===== src/bkd_pkg.sv =====
package bkd_pkg;

    // table geometry: 2^(2*S) sets of S ways
    localparam int S        = 4;
    localparam int NWAYS    = S;
    localparam int SET_W    = 2 * S;
    localparam int NSETS    = 1 << SET_W;
    localparam int WAY_W    = $clog2(NWAYS);
    localparam int ADDR_W   = SET_W + WAY_W;
    localparam int FILL_W   = $clog2(NWAYS + 1);
    localparam int KEY_W    = 64;
    localparam int LEN_W    = 7;
    localparam int CNT_W    = 32;

    localparam logic [LEN_W-1:0] KEY_LENGTH_RESET = LEN_W'(KEY_W);
    localparam logic [CNT_W-1:0] CNT_MAX          = '1;

    typedef enum logic [1:0] {
        ACT_LOOKUP        = 2'd0,
        ACT_LOOKUP_INSERT = 2'd1,
        ACT_INSERT        = 2'd2,
        ACT_NONE          = 2'd3
    } action_t;

    typedef struct packed {
        action_t            action;
        logic [KEY_W-1:0]   key;
    } in_item_t;

    typedef struct packed {
        logic               found;
        logic [1:0]         hit_way;
        logic               inserted;
        logic [CNT_W-1:0]   hit_total;
        logic [CNT_W-1:0]   miss_total;
    } out_item_t;

    typedef enum logic [2:0] {
        ST_IDLE,
        ST_FILL,
        ST_CMP,
        ST_SHIFT_RD,
        ST_SHIFT_WR,
        ST_INSERT,
        ST_DONE
    } state_t;

    // requests from the sequencer to the set store
    typedef struct packed {
        logic               key_rd_en;
        logic [ADDR_W-1:0]  key_rd_addr;
        logic               key_wr_en;
        logic [ADDR_W-1:0]  key_wr_addr;
        logic [KEY_W-1:0]   key_wr_data;
        logic               fill_rd_en;
        logic               fill_wr_en;
        logic [SET_W-1:0]   set_addr;
        logic [FILL_W-1:0]  fill_wr_data;
    } mem_req_t;

    // set number: first S key bits then next S key bits, lowest bit most significant,
    // each field cut short by the key length
    function automatic logic [SET_W-1:0] set_index(input logic [KEY_W-1:0] key,
                                                   input logic [LEN_W-1:0] len);
        logic [S-1:0] first;
        logic [S-1:0] second;
        first  = '0;
        second = '0;
        for (int i = 0; i < S; i++) begin
            if (LEN_W'(i) < len) begin
                first = {first[S-2:0], key[i]};
            end
            if (LEN_W'(S + i) < len) begin
                second = {second[S-2:0], key[S + i]};
            end
        end
        return {first, second};
    endfunction

endpackage


===== src/bkd_cmp.sv =====
module bkd_cmp (
    input  logic [bkd_pkg::KEY_W-1:0] stored_key,
    input  logic [bkd_pkg::KEY_W-1:0] probe_key,
    input  logic [bkd_pkg::LEN_W-1:0] eff_len,
    output logic                      match
);
    import bkd_pkg::*;

    logic [KEY_W-1:0] len_mask;

    // low eff_len bits significant
    always_comb begin
        if (eff_len >= LEN_W'(KEY_W)) begin
            len_mask = '1;
        end else begin
            len_mask = ({{(KEY_W-1){1'b0}}, 1'b1} << eff_len) - KEY_W'(1);
        end
    end

    assign match = (((stored_key ^ probe_key) & len_mask) == '0);

endmodule


===== config.mk =====
export PLATFORM = sky130hd
export DESIGN_NAME = bkd_cmp
export DESIGN_NICKNAME = d
export VERILOG_FILES = /design/src/bkd_pkg.sv /design/src/bkd_cmp.sv
export SDC_FILE = /design/constraint.sdc
export NUM_CORES = 1
export LEC_CHECK = 0
export BUFFER_PORTS_ARGS = -buffer_cell sky130_fd_sc_hd__buf_2
export CORE_ASPECT_RATIO = 1.2
export CORE_MARGIN = 2
export CORE_UTILIZATION = 34
export DETAILED_ROUTE_END_ITERATION = 8
export GPL_ROUTABILITY_DRIVEN = 0
export PLACE_DENSITY = 0.65
export SYNTH_ARGS = -nofsm -noshare
export SYNTH_HDL_FRONTEND = slang
export SYNTH_SLANG_ARGS = --single-unit

===== constraint.sdc =====
create_clock -name vclk -period 3.7
set_clock_uncertainty 0.1 [all_clocks]
set_input_delay 0.37 -clock vclk [all_inputs]
set_output_delay 0.37 -clock vclk [all_outputs]
set_load 0.005 [all_outputs]

# Word level (Yosys, flattened, before mapping)
# Index checks and enable logic that the tools add are counted.
[word_totals] regBits=0 input_bits=135 out_inout_bits=1 word_cells=7
[op_classes] shift=1 n_addsub=1 muxes=1 order_cmp=1 reduce_logical=1 bitwise_logic=2
[op_table] op="$and 64x64->64" n=1
[op_table] op="$logic_not 64->1" n=1
[op_table] op="$mux 64" n=1
[op_table] op="$shl 1x7->64 const A" n=1
[op_table] op="$sub 64x1->64 const B" n=1
[op_table] op="$xor 64x64->64" n=1
[op_table] op="$ge 7x7->1 const B" n=1

# Depth between registers and ports, before layout
[logic_depth] ltp_word=5 depth_mapped=15 mapped_depth_nobuf=10

# Worst setup path before layout
# OpenSTA, ideal clock, no wires.
[synth_timing] kind="input -> output" start="input eff_len[3] in the netlist's numbering" end="output match" arrival_ns=3.371 path_stages=14 n_path_buf=4 slack_ns=-0.141 required_ns=3.230 path_cell_list="buf_2 > buf_2 > buf_2 > buf_1 > nor2_1 > nand3_1 > ha_1 > or3b_2 > o31ai_1 > a311oi_1 > nor4_1 > nand4_1 > or4_1 > nor4_2"
[synth_between] elab_chain_len=5 elab_cells_between_ends=6 classes_between="1 x add/sub; 1 x order compare; 1 x shift; 1 x mux; 1 x bitwise; 1 x reduce/logical"
[synth_rtl] item="start, declared" line_no="bkd_cmp.sv:4" source="input logic [bkd_pkg::LEN_W-1:0] eff_len,"
[synth_rtl] item="$shl 1x7->64" line_no="bkd_cmp.sv:16" source="len_mask = ({{(KEY_W-1){1'b0}}, 1'b1} << eff_len) - KEY_W'(1);"
[synth_rtl] item="$sub 64x1->64" line_no="bkd_cmp.sv:16"
[synth_rtl] item="$mux 64 *" line_no="bkd_cmp.sv:13" source="if (eff_len >= LEN_W'(KEY_W)) begin"
[synth_rtl] item="$and 64x64->64 *" line_no="bkd_cmp.sv:20" source="assign match = (((stored_key ^ probe_key) & len_mask) == '0);"
[synth_rtl] item="$logic_not 64->1 *" line_no="bkd_cmp.sv:20"
[synth_rtl] item="end, declared" line_no="bkd_cmp.sv:5" source="output logic match"
# Mark *: on every way between the ends. The rest lies on a longest branch, timed or not.

# Final worst setup path
[layout_timing] start="input eff_len[1] in the netlist's numbering" end="output match"
# Same word-level chain as after synthesis.

==> flow_metrics.py <==
metrics = {
    "status": {
        "status": "finished clean",
    },
    "final_layout": {
        "area_delta_synth_final_pct": 41.2,
        "multiInputGateArea_mm2": 0.00246,
        "final_cells": 598,
        "clkbuf_count": 0,
        "seq_cells": 0,
        "nets": 646,
        "fillCellCount": 752,
        "antenna_cells": 0,
        "seqCellArea_um2": 0,
        "stdcell_area_mm2": 0.00359,
        "final_layout_size_suffix_gt1_share_pct": 38.4,
    },
    "global_route": {
        "grt_pass1_vias": 3395,
        "grt_overflow": 0,
        "grt_max_degree": 46,
        "grt_antenna_before_repair": 0,
        "grt_pass1_wl_um": 15900,
        "grtUsageTotal_pct": 22.8,
    },
    "pwr": {
        "p_per_area_mw_per_mm2": 112,
        "ir_worst_vdd_mv": 0.0737,
        "p_leak_nw": 1.49,
        "p_total_mw": 0.401,
    },
    "synthesis": {
        "yosys.area.top_type_share_pct": 13.1,
        "synth_area_leaders": "xnor2_1 (13%), xor2_1 (11%), a21oi_1 (5.1%), o21ai_0 (4.9%), nor2_1 (4.3%)",
        "synth.distinct_cells": 72,
        "synth_top_area_cell": "xnor2_1",
        "synthesis.nets": 512,
        "syn_area_per_cell_um2": 6.76,
        "ys_warn_count": 0,
        "synth.cell_area_mm2": 0.00254,
        "ys_seq_area_share_pct": 0,
        "syn_inst": 376,
    },
    "drt": {
        "ant_nets": 0,
        "routed_wl_um": 10500,
        "drt_iter0_drc": 472,
        "vias": 3653,
        "drt_pass1_iterations": 5,
        "routedWlPerCell_um": 17.5,
        "vias_per_cell": 6.11,
        "drc": 0,
    },
    "floorplan": {
        "std_cell_rows": 34,
        "io_pins": 136,
        "die_area_mm2": 0.00819,
        "die_y_um": 98.7,
        "coreArea_mm2": 0.00723,
        "start_util_pct": 35.2,
        "die_w_um": 82.9,
    },
    "timing": {
        "slew_headroom_pct": 52.6,
        "drv_slew": 0,
        "setup_violations": 0,
        "period_needed_ns": 3.56,
        "fmax_mhz": 281,
        "hold_viol_final": 0,
        "tightest_slew_ns": 0.701,
        "period_share_pct": 96.3,
    },
    "critical_path": {
        "cp-start-kind": "input pin",
        "worstSetupPathType": "in -> out",
        "max_stage_delay_ns": 0.67,
        "required_ns": 3.23,
        "critPathCaptureType": "output port",
        "cp.arrival_ns": 3.09,
        "setup.worst_path.start": "eff_len[1]",
        "endpoint": "match",
        "crit_slowest_cell": "or4b_1",
        "cp_cell_sequence": "buf_2 > buf_4 > or4b_1 > o31ai_2 > nor2_1 > buf_4 > o31ai_1 > nand4_1 > nor4_4 > buf_2",
        "cp_max_fo": 20,
    },
    "clocking": {
        "cts_hold_buf": 0,
    },
    "placed_design": {
        "dp.cells": 588,
        "place_area_mm2": 0.00340,
        "buffer_ports.inserted": 136,
        "place_hpwl_um": 7710,
    },
    "flow_run": {
        "drv_cap": 0,
    },
    "min_path": {
        "hold_class": "in -> out",
    },
}
-- cell type report --
cell class	instances	share of cell area (%)
Multi-Input combinational cell	337	68.5
Inverter	5	0.523
Tap cell	90	3.14
Timing Repair Buffer	166	27.9
-- cells by family after synthesis --
group | after synthesis | synth area share (%)
AO/OA/AOI/OAI | 139 | 37.7
XOR/XNOR | 70 | 24.1
adder cells (fa/ha/maj) | 3 | 1.28
buffers and inverters | 39 | 7.23
multiplexers | 4 | 1.57
AND/OR/NAND/NOR | 121 | 28.1
-- metal layers --
metal  vias up  part of all wire (%)  global-route usage (%)  wire length [µm]
li1       1705                     -                       -                 -
met1      1642                    36                    28.1              3800
met2       263                    50                    40.0              5260
met3        43                   9.1                    2.01               958
met4         0                   4.5                    10.8               472
met5         -                     0                       0                 0
-- critical path, delay by kind of cell --
kind            cells  cell delay (ns)
simple gates        4             1.32
compound gates      2             0.64
buf+inv             4             0.75
-- where the power goes --
part	internal (mW)	switching, mW	total, mW
combinational	0.187	0.214	0.401
sequential	0	0	0
clock	0	0	0
-- what timing repair did --
action,4_1_cts,5_1_grt
setup endpoints to repair,0,1
resized for setup,0,21
buffers inserted,0,9
hold endpoints to repair,0,0
-- cell usage in the layout, fill, tap and decap left out, drive strengths merged, types with 8 or more instances in the layout --
| cell | count |
|---|---|
| a211oi | 8 |
| a21oi | 26 |
| a31oi | 13 |
| buf | 165 |
| nand2 | 15 |
| nand3 | 8 |
| nor2 | 30 |
| o21ai | 28 |
| o31ai | 8 |
| xnor2 | 38 |
| xor2 | 32 |
-- how the worst min path moves through the flow --
stage	start	depth (start not counted)	slack, ns	end
after detailed placement	probe_key[62]	6	1.23	match
after global routing	probe_key[62]	6	1.31	match
after CTS	stored_key[38]	7	1.23	match
after global placement	probe_key[62]	6	1.20	match
after floorplan	stored_key[54]	4	0.93	match
final	probe_key[54]	6	1.25	match
-- synthesized netlist by cell type (all sizes together), types with 4 or more instances --
library cell  count
a211o             6
or4               5
and3              6
a21o              5
nand2b            6
buf              19
a211oi            8
o31ai             8
a32oi             5
a22oi             4
xor2             32
mux2i             4
a221oi            7
or3               5
a31oi            13
nor2             30
or2               4
nand2            15
o22ai             4
nand3             8
nor3              7
nor4              5
inv               5
o21ai            28
a21oi            26
nand4             6
xnor2            38
nor2b             5
clkbuf           15
-- through the flow --
step	setup WS, ns	utilization, %	hold slack [ns]	setup TNS, ns
5_1_grt	-0.00573	49.7	1.31	-0.00573
4_1_cts	0.00649	47.0	1.23	0
2_1_floorplan	0.0149	-	0.934	0
3_5_place_dp	0.00847	47.0	1.23	0
6_report	0.137	49.7	1.25	0
3_3_place_gp	0.132	47.0	1.20	0
Power figures use the tool's default switching activity.
