===== config.mk =====
export PLATFORM = sky130hd
export DESIGN_NAME = bkd_ctrl
export DESIGN_NICKNAME = d
export VERILOG_FILES = /design/src/bkd_pkg.sv /design/src/bkd_ctrl.sv
export SDC_FILE = /design/constraint.sdc
export NUM_CORES = 1
export LEC_CHECK = 0
export BUFFER_PORTS_ARGS = -buffer_cell sky130_fd_sc_hd__buf_2
export CORE_AREA = 2 2 180 147
export DETAILED_ROUTE_END_ITERATION = 10
export DIE_AREA = 0 0 182 149
export GPL_TIMING_DRIVEN = 0
export PLACE_DENSITY = 0.66
export SLEW_MARGIN = 20
export SYNTH_ARGS = -nofsm -noshare
export SYNTH_HDL_FRONTEND = slang
export SYNTH_SLANG_ARGS = --single-unit

===== constraint.sdc =====
create_clock -name aclk -period 6.1 [get_ports aclk]
set_input_delay 0.305 -clock aclk [delete_from_list [all_inputs] [get_ports aclk]]
set_output_delay 0.305 -clock aclk [all_outputs]
set_load 0.01 [all_outputs]

===== src/bkd_pkg.sv =====
package bkd_pkg;

    // table geometry: 2^(2*S) sets of S ways
    localparam int S        = 4;
    localparam int NWAYS    = S;
    localparam int SET_W    = 2 * S;
    localparam int NSETS    = 1 << SET_W;
    localparam int WAY_W    = $clog2(NWAYS);
    localparam int ADDR_W   = SET_W + WAY_W;
    localparam int FILL_W   = $clog2(NWAYS + 1);
    localparam int KEY_W    = 64;
    localparam int LEN_W    = 7;
    localparam int CNT_W    = 32;

    localparam logic [LEN_W-1:0] KEY_LENGTH_RESET = LEN_W'(KEY_W);
    localparam logic [CNT_W-1:0] CNT_MAX          = '1;

    typedef enum logic [1:0] {
        ACT_LOOKUP        = 2'd0,
        ACT_LOOKUP_INSERT = 2'd1,
        ACT_INSERT        = 2'd2,
        ACT_NONE          = 2'd3
    } action_t;

    typedef struct packed {
        action_t            action;
        logic [KEY_W-1:0]   key;
    } in_item_t;

    typedef struct packed {
        logic               found;
        logic [1:0]         hit_way;
        logic               inserted;
        logic [CNT_W-1:0]   hit_total;
        logic [CNT_W-1:0]   miss_total;
    } out_item_t;

    typedef enum logic [2:0] {
        ST_IDLE,
        ST_FILL,
        ST_CMP,
        ST_SHIFT_RD,
        ST_SHIFT_WR,
        ST_INSERT,
        ST_DONE
    } state_t;

    // requests from the sequencer to the set store
    typedef struct packed {
        logic               key_rd_en;
        logic [ADDR_W-1:0]  key_rd_addr;
        logic               key_wr_en;
        logic [ADDR_W-1:0]  key_wr_addr;
        logic [KEY_W-1:0]   key_wr_data;
        logic               fill_rd_en;
        logic               fill_wr_en;
        logic [SET_W-1:0]   set_addr;
        logic [FILL_W-1:0]  fill_wr_data;
    } mem_req_t;

    // set number: first S key bits then next S key bits, lowest bit most significant,
    // each field cut short by the key length
    function automatic logic [SET_W-1:0] set_index(input logic [KEY_W-1:0] key,
                                                   input logic [LEN_W-1:0] len);
        logic [S-1:0] first;
        logic [S-1:0] second;
        first  = '0;
        second = '0;
        for (int i = 0; i < S; i++) begin
            if (LEN_W'(i) < len) begin
                first = {first[S-2:0], key[i]};
            end
            if (LEN_W'(S + i) < len) begin
                second = {second[S-2:0], key[S + i]};
            end
        end
        return {first, second};
    endfunction

endpackage


===== src/bkd_ctrl.sv =====
module bkd_ctrl (
    input  logic                        aclk,
    input  logic                        aresetn,
    input  logic                        item_valid,
    output logic                        item_ready,
    input  bkd_pkg::in_item_t           item,
    input  logic [bkd_pkg::LEN_W-1:0]   eff_len,
    input  logic                        match,
    input  logic [bkd_pkg::KEY_W-1:0]   key_rd_data,
    input  logic [bkd_pkg::FILL_W-1:0]  fill,
    input  logic                        out_free,
    output logic [bkd_pkg::KEY_W-1:0]   probe_key,
    output bkd_pkg::mem_req_t           req,
    output logic                        res_valid,
    output bkd_pkg::out_item_t          res
);
    import bkd_pkg::*;

    state_t             state_reg, state_next;
    action_t            action_reg;
    logic [KEY_W-1:0]   key_reg;
    logic [SET_W-1:0]   set_reg;
    logic [WAY_W-1:0]   way_reg;
    logic               found_reg;
    logic [WAY_W-1:0]   hit_way_reg;
    logic               inserted_reg;
    logic [CNT_W-1:0]   hit_cnt_reg;
    logic [CNT_W-1:0]   miss_cnt_reg;

    logic accept;
    logic way_live;
    logic cmp_hit;
    logic cmp_miss;
    logic is_lookup;

    assign accept    = item_valid && item_ready;
    assign way_live  = {1'b0, way_reg} < fill;
    assign cmp_hit   = way_live && match;
    assign cmp_miss  = !way_live || (!match && way_reg == WAY_W'(NWAYS - 1));
    assign is_lookup = (action_reg == ACT_LOOKUP) || (action_reg == ACT_LOOKUP_INSERT);
    assign probe_key = key_reg;

    // next state
    always_comb begin
        state_next = state_reg;
        unique case (state_reg)
            ST_IDLE: begin
                if (accept) begin
                    state_next = ST_FILL;
                end
            end
            ST_FILL: begin
                if (is_lookup) begin
                    state_next = ST_CMP;
                end else if (action_reg == ACT_INSERT) begin
                    state_next = ST_SHIFT_RD;
                end else begin
                    state_next = ST_DONE;
                end
            end
            ST_CMP: begin
                priority if (cmp_hit) begin
                    state_next = ST_DONE;
                end else if (cmp_miss) begin
                    state_next = (action_reg == ACT_LOOKUP_INSERT) ? ST_SHIFT_RD : ST_DONE;
                end else begin
                    state_next = ST_CMP;
                end
            end
            ST_SHIFT_RD: begin
                state_next = ST_SHIFT_WR;
            end
            ST_SHIFT_WR: begin
                state_next = (way_reg == '0) ? ST_INSERT : ST_SHIFT_RD;
            end
            ST_INSERT: begin
                state_next = ST_DONE;
            end
            ST_DONE: begin
                if (out_free) begin
                    state_next = ST_IDLE;
                end
            end
            default: begin
                state_next = ST_IDLE;
            end
        endcase
    end

    // outputs and memory requests
    always_comb begin
        req            = '0;
        req.set_addr   = set_reg;
        item_ready     = 1'b0;
        res_valid      = 1'b0;
        unique case (state_reg)
            ST_IDLE: begin
                item_ready = 1'b1;
            end
            ST_FILL: begin
                req.fill_rd_en  = 1'b1;
                req.key_rd_en   = 1'b1;
                req.key_rd_addr = {set_reg, WAY_W'(0)};
            end
            ST_CMP: begin
                // prefetch the next older way
                req.key_rd_en   = 1'b1;
                req.key_rd_addr = {set_reg, WAY_W'(way_reg + WAY_W'(1))};
            end
            ST_SHIFT_RD: begin
                req.key_rd_en   = 1'b1;
                req.key_rd_addr = {set_reg, way_reg};
            end
            ST_SHIFT_WR: begin
                req.key_wr_en   = 1'b1;
                req.key_wr_addr = {set_reg, WAY_W'(way_reg + WAY_W'(1))};
                req.key_wr_data = key_rd_data;
            end
            ST_INSERT: begin
                req.key_wr_en    = 1'b1;
                req.key_wr_addr  = {set_reg, WAY_W'(0)};
                req.key_wr_data  = key_reg;
                req.fill_wr_en   = 1'b1;
                req.fill_wr_data = (fill == FILL_W'(NWAYS)) ? fill : FILL_W'(fill + FILL_W'(1));
            end
            ST_DONE: begin
                res_valid = out_free;
            end
            default: begin
                item_ready = 1'b0;
            end
        endcase
    end

    always_ff @(posedge aclk) begin
        if (!aresetn) begin
            state_reg    <= ST_IDLE;
            found_reg    <= 1'b0;
            inserted_reg <= 1'b0;
            hit_way_reg  <= '0;
            way_reg      <= '0;
            hit_cnt_reg  <= '0;
            miss_cnt_reg <= '0;
        end else begin
            state_reg <= state_next;
            if (accept) begin
                found_reg    <= 1'b0;
                inserted_reg <= 1'b0;
                hit_way_reg  <= '0;
                way_reg      <= '0;
            end
            if (state_reg == ST_FILL && action_reg == ACT_INSERT) begin
                way_reg <= WAY_W'(NWAYS - 2);
            end
            if (state_reg == ST_CMP) begin
                priority if (cmp_hit) begin
                    found_reg   <= 1'b1;
                    hit_way_reg <= way_reg;
                    if (hit_cnt_reg != CNT_MAX) begin
                        hit_cnt_reg <= hit_cnt_reg + CNT_W'(1);
                    end
                end else if (cmp_miss) begin
                    way_reg <= WAY_W'(NWAYS - 2);
                    if (miss_cnt_reg != CNT_MAX) begin
                        miss_cnt_reg <= miss_cnt_reg + CNT_W'(1);
                    end
                end else begin
                    way_reg <= way_reg + WAY_W'(1);
                end
            end
            if (state_reg == ST_SHIFT_WR && way_reg != '0) begin
                way_reg <= way_reg - WAY_W'(1);
            end
            if (state_reg == ST_INSERT) begin
                inserted_reg <= 1'b1;
            end
        end
    end

    // item payload
    always_ff @(posedge aclk) begin
        if (accept) begin
            action_reg <= item.action;
            key_reg    <= item.key;
            set_reg    <= set_index(item.key, eff_len);
        end
    end

    always_comb begin
        res            = '0;
        res.found      = found_reg;
        res.hit_way    = 2'(hit_way_reg);
        res.inserted   = inserted_reg;
        res.hit_total  = hit_cnt_reg;
        res.miss_total = miss_cnt_reg;
    end

endmodule


Word level (Yosys, flattened, before mapping)
Index checks and enable logic that the tools add are counted.
W data, S select, Z words.
- register bits after elaboration: 147
- bits in latches: 0
- bits in writable memories: 0
- memory bits (read-only): 0
- output and inout port bits: 233
- logic and storage cells: 95
- memories: 0
- $add $sub $neg: 5
- multiply operators: 0
- divide/modulo/power cells: 0
- magnitude comparators: 9
- equality and inequality tests: 14
- shift operators: 0
- mux-type cells: 39
- bitwise gates (word level): 1
- reduce and logical (&&, ||, !) cells: 17
- operators with widths (kind ; number):
    $pmux W75 S2 ; 1
    $add A32 B1 Y32 const B ; 2
    $ne A32 B32 Y1 const B ; 2
    $pmux W11 S3 ; 1
    $mux W3 ; 10
    $lt A3 B7 Y1 const A ; 4
    $mux W4 ; 6
    $pmux W3 S7 ; 1
    $mux W2 ; 9
    $lt A1 B7 Y1 const A ; 2
    $lt A2 B7 Y1 const A ; 2
    $eq A3 B3 Y1 const B ; 4
    $mux W1 ; 11
    $eq A3 B2 Y1 const B ; 2
    $logic_and A1 B1 Y1 ; 5
    $eq A2 B2 Y1 const B ; 2
    $logic_not A2 Y1 ; 2
    $ne A2 B2 Y1 const B ; 2
    $reduce_and A4 Y1 ; 1
    $reduce_bool A2 Y1 ; 2
    $add A3 B1 Y3 const B ; 1
    $eq A3 B1 Y1 const B ; 1
    $logic_not A3 Y1 ; 1
    $lt A2 B3 Y1 ; 1
    other kinds (8) ; 10

Depth between registers and ports, before layout
Gate-level depths: netlist (run 1).
- depth in word-level cells: 8
- gate-level depth with buffers: 9
- depth with buffers taken out: 7

Worst setup path after synthesis (run 1)
Ideal clock, no wire load.
- path type: register -> register
- start point: reg state_reg[2]
- end point: reg way_reg[0]
- arrival time: 3075 ps
- required time: 5978 ps
- setup slack: 2903 ps
- cell stages (with the launch flop): 7
- path buffers: 1
- path through: dfxtp_1 -> clkbuf_1 -> nor3_1 -> nand2_1 -> inv_1 -> o21ai_0 -> o311a_1
- longest elaborated chain between the ends: 8
- elaborated cells between the ends (all ways): 13
- those cells by class: eq/ne: 3; mux: 6; reduce/logical: 4
- ends and longest elaborated chain (item ; RTL line ; RTL):
    from (decl) ; bkd_ctrl.sv:19 ; state_t state_reg, state_next;
    from (signal assigned) ; bkd_ctrl.sv:145 ; state_reg <= state_next;
    $logic_not A3 Y1 (*) ; bkd_ctrl.sv:96 ; unique case (state_reg)
    $mux W1 (*) ; bkd_ctrl.sv:96 ;
    named net item_ready ; bkd_ctrl.sv:5 ; output logic item_ready,
    $logic_and A1 B1 Y1 (*) ; bkd_ctrl.sv:36 ; assign accept = item_valid && item_ready;
    named net accept ; bkd_ctrl.sv:30 ; logic accept;
    $mux W2 (*) ; bkd_ctrl.sv:146 ; if (accept) begin
    $mux W2 (*) ; bkd_ctrl.sv:152 ; if (state_reg == ST_FILL && action_reg == ACT_INSERT) begin
    $mux W2 ; bkd_ctrl.sv:156 ; priority if (cmp_hit) begin
    $mux W2 (*) ; bkd_ctrl.sv:155 ; if (state_reg == ST_CMP) begin
    $mux W2 (*) ; bkd_ctrl.sv:171 ; if (state_reg == ST_SHIFT_WR && way_reg != '0) begin
    to (signal assigned) ; bkd_ctrl.sv:153 ; way_reg <= WAY_W'(NWAYS - 2);
    to (signal assigned) ; bkd_ctrl.sv:163 ; way_reg <= WAY_W'(NWAYS - 2);
    to (signal assigned) ; bkd_ctrl.sv:172 ; way_reg <= way_reg - WAY_W'(1);
    to (decl) ; bkd_ctrl.sv:23 ; logic [WAY_W-1:0] way_reg;
The timed path passes the listed nets; every way through them passes the cells marked *.
A chain may end at the register's enable or synchronous reset.

==> results of run 1 <==
==> critical path, stage by stage, from the launching register on <==
cell      delay, ns
dfxtp_1        0.32
buf_6          0.12
clkbuf_1       0.56
clkbuf_1       0.72
mux2i_1        0.33
nor2_1         0.06
buf_2          0.15
==> routing by layer <==
layer | up-vias | track usage | share of wire
li1 | 3705 | - | -
met1 | 3614 | 0.2342 | 0.39
met2 | 281 | 0.3655 | 0.52
met3 | 47 | 0.06396 | 0.070
met4 | 20 | 0.05968 | 0.019
met5 | - | 0 | 0.0047
==> cells in the final DEF, fill, tap and decap left out, types with 2 or more instances in the layout <==
cell type | netlist | routed
nor4b_1 | 2 | 2
o21a_1 | 2 | 2
o211ai_1 | 2 | 2
ha_1 | 7 | 7
nand4_1 | 23 | 23
or3_1 | 18 | 18
nor2b_1 | 3 | 3
o31ai_1 | 35 | 35
nand2b_1 | 14 | 14
nand3_1 | 26 | 26
diode_2 | 0 | 2
o21ai_0 | 29 | 29
inv_1 | 18 | 17
inv_6 | 0 | 3
edfxtp_1 | 74 | 74
buf_2 | 3 | 378
nor3_1 | 11 | 11
a21oi_1 | 71 | 71
nor2_1 | 85 | 85
mux2_2 | 2 | 2
clkbuf_16 | 0 | 17
nor3b_1 | 2 | 2
and3_1 | 11 | 11
clkbuf_1 | 42 | 42
dfxtp_1 | 73 | 73
buf_6 | 2 | 2
clkinv_1 | 0 | 3
and4_1 | 8 | 8
or4_1 | 37 | 37
nand2_1 | 46 | 46
buf_4 | 2 | 2
mux2i_1 | 77 | 77
nor4_1 | 6 | 6
buf_1 | 5 | 5
and2_1 | 21 | 21
clkinv_4 | 0 | 4
clkinvlp_4 | 0 | 4
==> how the worst max path moves through the flow <==
stage / from / end / slack (ns) / cells past startpoint
after floorplan: state_reg[2] / way_reg[0] / 2.90 / 6
after global placement: state_reg[2] / way_reg[0] / 1.91 / 6
after detailed placement: state_reg[1] / hit_cnt_reg[16] / 3.25 / 7
after CTS: state_reg[0] / req[30] / 3.04 / 6
after global routing: state_reg[1] / req[22] / 2.94 / 7
final: state_reg[0] / req[30] / 3.10 / 6
==> through the flow <==
step / std cells / util / setup WS (ns) / total power (W) / hold slack (ns)
CTS: 1516 / 0.4055 / 3.038 / 0.003232 / 0.02390
global route: 1516 / 0.4055 / 2.938 / 0.003343 / 0.02191
global placement: 1483 / 0.3825 / 1.906 / 0.002187 / 0.4454
floorplan: 778 / - / 2.903 / 0.001773 / 0.4039
detailed placement: 1484 / 0.3837 / 3.250 / 0.002200 / 0.4488
finish: 1518 / 0.4057 / 3.100 / 0.003186 / 0.04409
==> cell families after synthesis <==
kind of cell / after synthesis / share of synthesized area
AND/OR/NAND/NOR: 321 / 0.2315
AO/OA/AOI/OAI: 149 / 0.1177
flip-flops: 147 / 0.4910
multiplexers: 79 / 0.1057
buffers and inverters: 73 / 0.04002
adder cells (fa/ha/maj): 7 / 0.01167
XOR/XNOR: 2 / 0.002335
==> power groups by stage <==
stage	registers [W]	clock network (W)	logic, W
global route	0.00126	0.00109	0.000994
CTS	0.00125	0.00105	0.000930
global placement	0.00128	0	0.000903
finish	0.00125	0.00102	0.000914
detailed placement	0.00127	0	0.000928
floorplan	0.00131	0	0.000465
==> final cells by class <==
cell class	count	area, sq um
Antenna cell	2	5.005
Buffer	54	229.0
Clock buffer	17	425.4
Clock inverter	15	132.6
Fill cell	2635	15210
Inverter	19	73.82
Multi-Input combinational cell	558	3518
Sequential cell	147	3684
Tap cell	330	412.9
Timing Repair Buffer	376	1904
==> results.json, run 1 <==
{
  "worstHoldPathCells": 1,
  "ys_warn_count": 0,
  "row_count": 53,
  "synth.top_cell.area_share": 0.2962,
  "finalMaxSlewViolations": 0,
  "avgSynthCellArea_sq_um": 9.643,
  "cts_buffers": 17,
  "cp.required_ns": 5.79,
  "core_sq_mm": 0.02560,
  "clk_path_buf_depth": 2,
  "cts_tree": "done",
  "gp_congestion": 0.8965,
  "grt_max_degree": 54,
  "drt_wl_total_mm": 28.27,
  "synthFlopType": "edfxtp_1",
  "hold_end": "probe_key[27]",
  "pwr-share-clk": 0.321,
  "gr-usage-all-layers": 0.2040,
  "async_flop_share": 0,
  "antenna_found_initial": 13,
  "slew_headroom": 0.4175,
  "pwr-share-comb": 0.287,
  "yosysTopAreaCell": "edfxtp_1",
  "syn-num-nets": 930,
  "die_w_um": 182,
  "path_clk_slew_ns": 0.07,
  "ir_drop_v": 0.0002255,
  "outcome": "finished, final reports clean",
  "hold_path_class": "input port to flop",
  "p_seq_frac": 0.392,
  "die-area_sq_mm": 0.02712,
  "worst_pin_slew_ns": 0.8706,
  "max_freq_ghz": 0.3333,
  "crit_type": "flop to output port",
  "vias_per_cell": 5.051,
  "p_int_w": 0.002092,
  "ctsHoldBuffers": 0,
  "die_y_um": 149,
  "ant_nets": 0,
  "largest_register_ffs": 64,
  "leakagePower_nw": 4.426,
  "drv_cap": 0,
  "remaining_drc_errors": 0,
  "netlist_instances": 778,
  "vias": 7667,
  "ys_seq_area_frac": 0.4910,
  "initial_core_util": 0.2931,
  "placed_area_sq_mm": 0.009822,
  "r2r_start": "state_reg[1]",
  "p_per_area_mw_per_mm2": 306.8,
  "rsz0062_at_grt": "no",
  "path_max_fanout": 10,
  "drt_iter0_drc": 401,
  "start_kind": "flop",
  "min_from": "item[27]",
  "setup_tns_ns": 0,
  "h-tree-depth": 4,
  "hold_viol_final": 0,
  "timing.rr.end": "hit_cnt_reg[16]",
  "switching_share": 0.3434,
  "clock_tree.root_cell": "clkbuf_16",
  "clk_latency_ns": 0.43,
  "dp_hpwl_mm": 22.04,
  "synth_edf_count": 74,
  "setup_viol": 0,
  "reg2reg_depth": 7,
  "cp-end-kind": "output port",
  "post_cts_buffers": 0,
  "dr.pass1.iters": 4,
  "synthTopCellsByCount": "nor2_1, mux2i_1, edfxtp_1",
  "switching_power_w": 0.001094,
  "fin_crit_ns": 3.000,
  "layout-drive-gt1-share": 0.3541,
  "io_buffers": 375,
  "synthTopCellsByArea": "edfxtp_1, dfxtp_1, mux2i_1",
  "rrSetupSlack_ns": 3.22,
  "synth_cell_types": 52,
  "crit_arrival_ns": 2.70,
  "skew_ns": 0.009658,
  "syn2layout_area_growth_pct": 38.43,
  "post_cts_resized": 0,
  "finalCritPeriodShare": 0.4919,
  "grt_pass1_wl_mm": 42.01,
  "fin_area_sq_mm": 0.01039,
  "grt.overflow.total": 0,
  "clock_sinks": 147,
  "wl_per_cell_um": 18.62,
  "ys_ff_latch": 147,
  "syn_area_sq_mm": 0.007502,
  "fin_nets": 1325,
  "yosysMostFrequentCell": "nor2_1",
  "grt_pass1_vias": 7143,
  "io_pins": 378
}
Power figures use the tool's default switching activity.
==> run 2: changes to the inputs <==
ABC_AREA = 1   (was unset)
CORE_AREA = 2 2 186 152   (was 2 2 180 147)
DIE_AREA = 0 0 188 154   (was 0 0 182 149)
PLACE_DENSITY = 0.65   (was 0.66)
clock period = 3.1 ns   (was 6.1 ns; I/O delays follow)
==> run 2 against run 1 <==
Via count up 15%. Largest power group unchanged. Worst hold slack improved by 0.0036 ns. Combinational power rose by 110%. Core utilization is 2.7 points higher. Non-clock buffer count up 51. Critical endpoint is now req[32]. First-iteration DRC count grew 96%. Sequential power rose by 110%. Count of clock-buffer cells in the layout increased by 2. Global-route usage up 0.97 points.
==> results.json, run 2 <==
{
  "outcome": "finished, final reports clean",
  "clk_path_buf_depth": 2,
  "cts_buffers": 17,
  "timing.hold.ws_ns": 0.04769,
  "netlist_instances": 1019,
  "ant_nets": 0,
  "die_w_um": 188,
  "finalCritPeriodShare": 0.8701,
  "largest_register_ffs": 64,
  "core_sq_mm": 0.02696,
  "syn2layout_area_growth_pct": 45.61,
  "max_freq_ghz": 0.3707,
  "cp-end-kind": "output port",
  "drt_wl_total_mm": 31.81,
  "die_y_um": 154,
  "highest_layer": "met4",
  "clock_sinks": 147,
  "switching_share": 0.3497,
  "row_count": 54,
  "h-tree-depth": 4,
  "initial_core_util": 0.2974,
  "grt_pass1_wl_mm": 47.40,
  "crit_arrival_ns": 2.54,
  "switching_power_w": 0.002320,
  "crit_type": "flop to output port",
  "fill_cells": 2779,
  "p_seq_frac": 0.395,
  "r2r_start": "miss_cnt_reg[0]",
  "dr.pass1.iters": 5,
  "yosysTopAreaCell": "edfxtp_1",
  "dp_hpwl_mm": 25.16,
  "wl_met1_mm": 13.96,
  "reg2reg_depth": 11,
  "grt.overflow.total": 0,
  "hold_path_class": "input port to flop",
  "vias_per_cell": 4.717,
  "grt_pass1_vias": 8182,
  "hold_end": "hit_cnt_reg[19]",
  "most-common-layout-cells": "buf_2, nand2_1, nor2_1, inv_1, edfxtp_1",
  "die-area_sq_mm": 0.02895,
  "rsz0062_at_grt": "no",
  "wl_per_cell_um": 17.09,
  "timing.rr.end": "miss_cnt_reg[18]",
  "slew_headroom": 0.5267,
  "setup_ws_ns": 0.4027,
  "synth_cell_types": 41,
  "final_common_cell": "buf_2",
  "gr-usage-all-layers": 0.2137,
  "syn-num-nets": 1171,
  "ys_warn_count": 0,
  "antenna_found_initial": 1,
  "ys_ff_latch": 147,
  "drv_cap": 0,
  "start_kind": "flop",
  "fin_crit_ns": 2.697,
  "path_clk_slew_ns": 0.07,
  "p_int_w": 0.004313,
  "finalPower_w": 0.006632,
  "wl_met3_mm": 2.486,
  "synth.top_cell.area_share": 0.2772,
  "rrSetupSlack_ns": 0.98,
  "met2_wirelength_mm": 14.45,
  "cp.required_ns": 2.94,
  "leakagePower_nw": 5.314,
  "clk_latency_ns": 0.43,
  "remaining_drc_errors": 0,
  "setup_viol": 0,
  "synthTopCellsByArea": "edfxtp_1, dfxtp_1, nand2_1",
  "io_buffers": 377,
  "drt_iter0_drc": 784,
  "syn_area_sq_mm": 0.008016,
  "pwr-share-comb": 0.293,
  "grt_max_degree": 30,
  "pwr-share-clk": 0.312,
  "clock_tree.root_cell": "clkbuf_16",
  "worst_pin_slew_ns": 0.7100,
  "io_pins": 378,
  "place_ws_ns": 0.6044,
  "p_per_area_mw_per_mm2": 568.2,
  "hold_viol_final": 0,
  "min_from": "aresetn",
  "async_flop_share": 0,
  "post_cts_buffers": 0,
  "yosysMostFrequentCell": "nand2_1",
  "worstHoldPathCells": 3,
  "gp_congestion": 0.9550,
  "multi_input_area_sq_mm": 0.003829,
  "synthTopCellsByCount": "nand2_1, nor2_1, inv_1",
  "finalMaxSlewViolations": 0,
  "vias": 8783,
  "ir_drop_v": 0.0003526,
  "fin_nets": 1636,
  "ys_seq_area_frac": 0.4595,
  "skew_ns": 0.01388,
  "synth_edf_count": 74,
  "avgSynthCellArea_sq_um": 7.867,
  "layout-drive-gt1-share": 0.3160,
  "path_max_fanout": 10,
  "synthFlopType": "edfxtp_1",
  "cts_tree": "done",
  "seq_area_sq_mm": 0.003684
}
==> run 2: cell count changes after synthesis, sizes merged, moves of 20 or more <==
cell / change
a22o: +64
o31ai: -35
nand2: +276
or4: -38
and2: -20
nand3b: +21
mux2i: -77
nor2: +81
clkbuf: -32
nand4: -20
inv: +63
==> run 2: per-layer routing <==
layer	vias to the layer above	GRT usage
met2	363	0.3353
met5	-	0
met3	45	0.04953
met4	0	0.08736
li1	4312	-
met1	4063	0.2836
==> run 2: how the worst max path moves through the flow <==
stage                       startpoint         end  slack [ns]
after floorplan           state_reg[0]  way_reg[0]        0.64
after global placement    state_reg[0]  way_reg[0]       -0.14
after detailed placement  state_reg[0]     req[86]        0.60
after CTS                 state_reg[0]     req[86]        0.13
after global routing      state_reg[0]     req[20]        0.20
final                     state_reg[0]     req[32]        0.40
==> run 2: logic make-up after synthesis <==
group | after synthesis | share of synthesized area
AND/OR/NAND/NOR | 564 | 0.2995
flip-flops | 147 | 0.4595
buffers and inverters | 117 | 0.06415
AO/OA/AOI/OAI | 156 | 0.1353
adder cells (fa/ha/maj) | 7 | 0.01093
XOR/XNOR | 28 | 0.03059
==> run 2: critical path, stage by stage, from the launching register on <==
cell     delay (ns)
dfxtp_1        0.38
nor2_1         0.19
inv_1          0.08
nor2_1         0.30
buf_2          0.41
buf_2          0.31
a22o_1         0.28
buf_2          0.17
==> run 2: final cells by class <==
class	count	share of cell area
multi-input combinational	755	0.3280
clock buffer	19	0.03977
timing repair buffer	446	0.2230
tap	364	0.03902
antenna	1	0.0002144
sequential	147	0.3156
inverter	82	0.02637
clock inverter	13	0.01040
buffer	35	0.01769
==> run 2: power by group through the flow <==
stage	Sequential [W]	Combinational, W	Clock, W
floorplan	0.00272	0.000803	0
global placement	0.00266	0.00179	0
detailed placement	0.00266	0.00187	0
CTS	0.00261	0.00194	0.00212
global route	0.00265	0.00209	0.00220
finish	0.00262	0.00194	0.00207
==> run 2: stage by stage <==
stage,utilization,cell area [sq um],TNS (ns),cells
floorplan,-,8024,0,1019
global placement,0.3845,10370,-0.5098,1760
detailed placement,0.3866,10420,0,1763
CTS,0.4328,11670,0,1861
global route,0.4330,11670,0,1862
finish,0.4330,11670,0,1862
==> run 2: timing repair <==
item,in CTS,in global routing
gates resized for setup,0,1
hold buffers,66,0
setup endpoints to repair,0,1
hold endpoints to repair,66,0
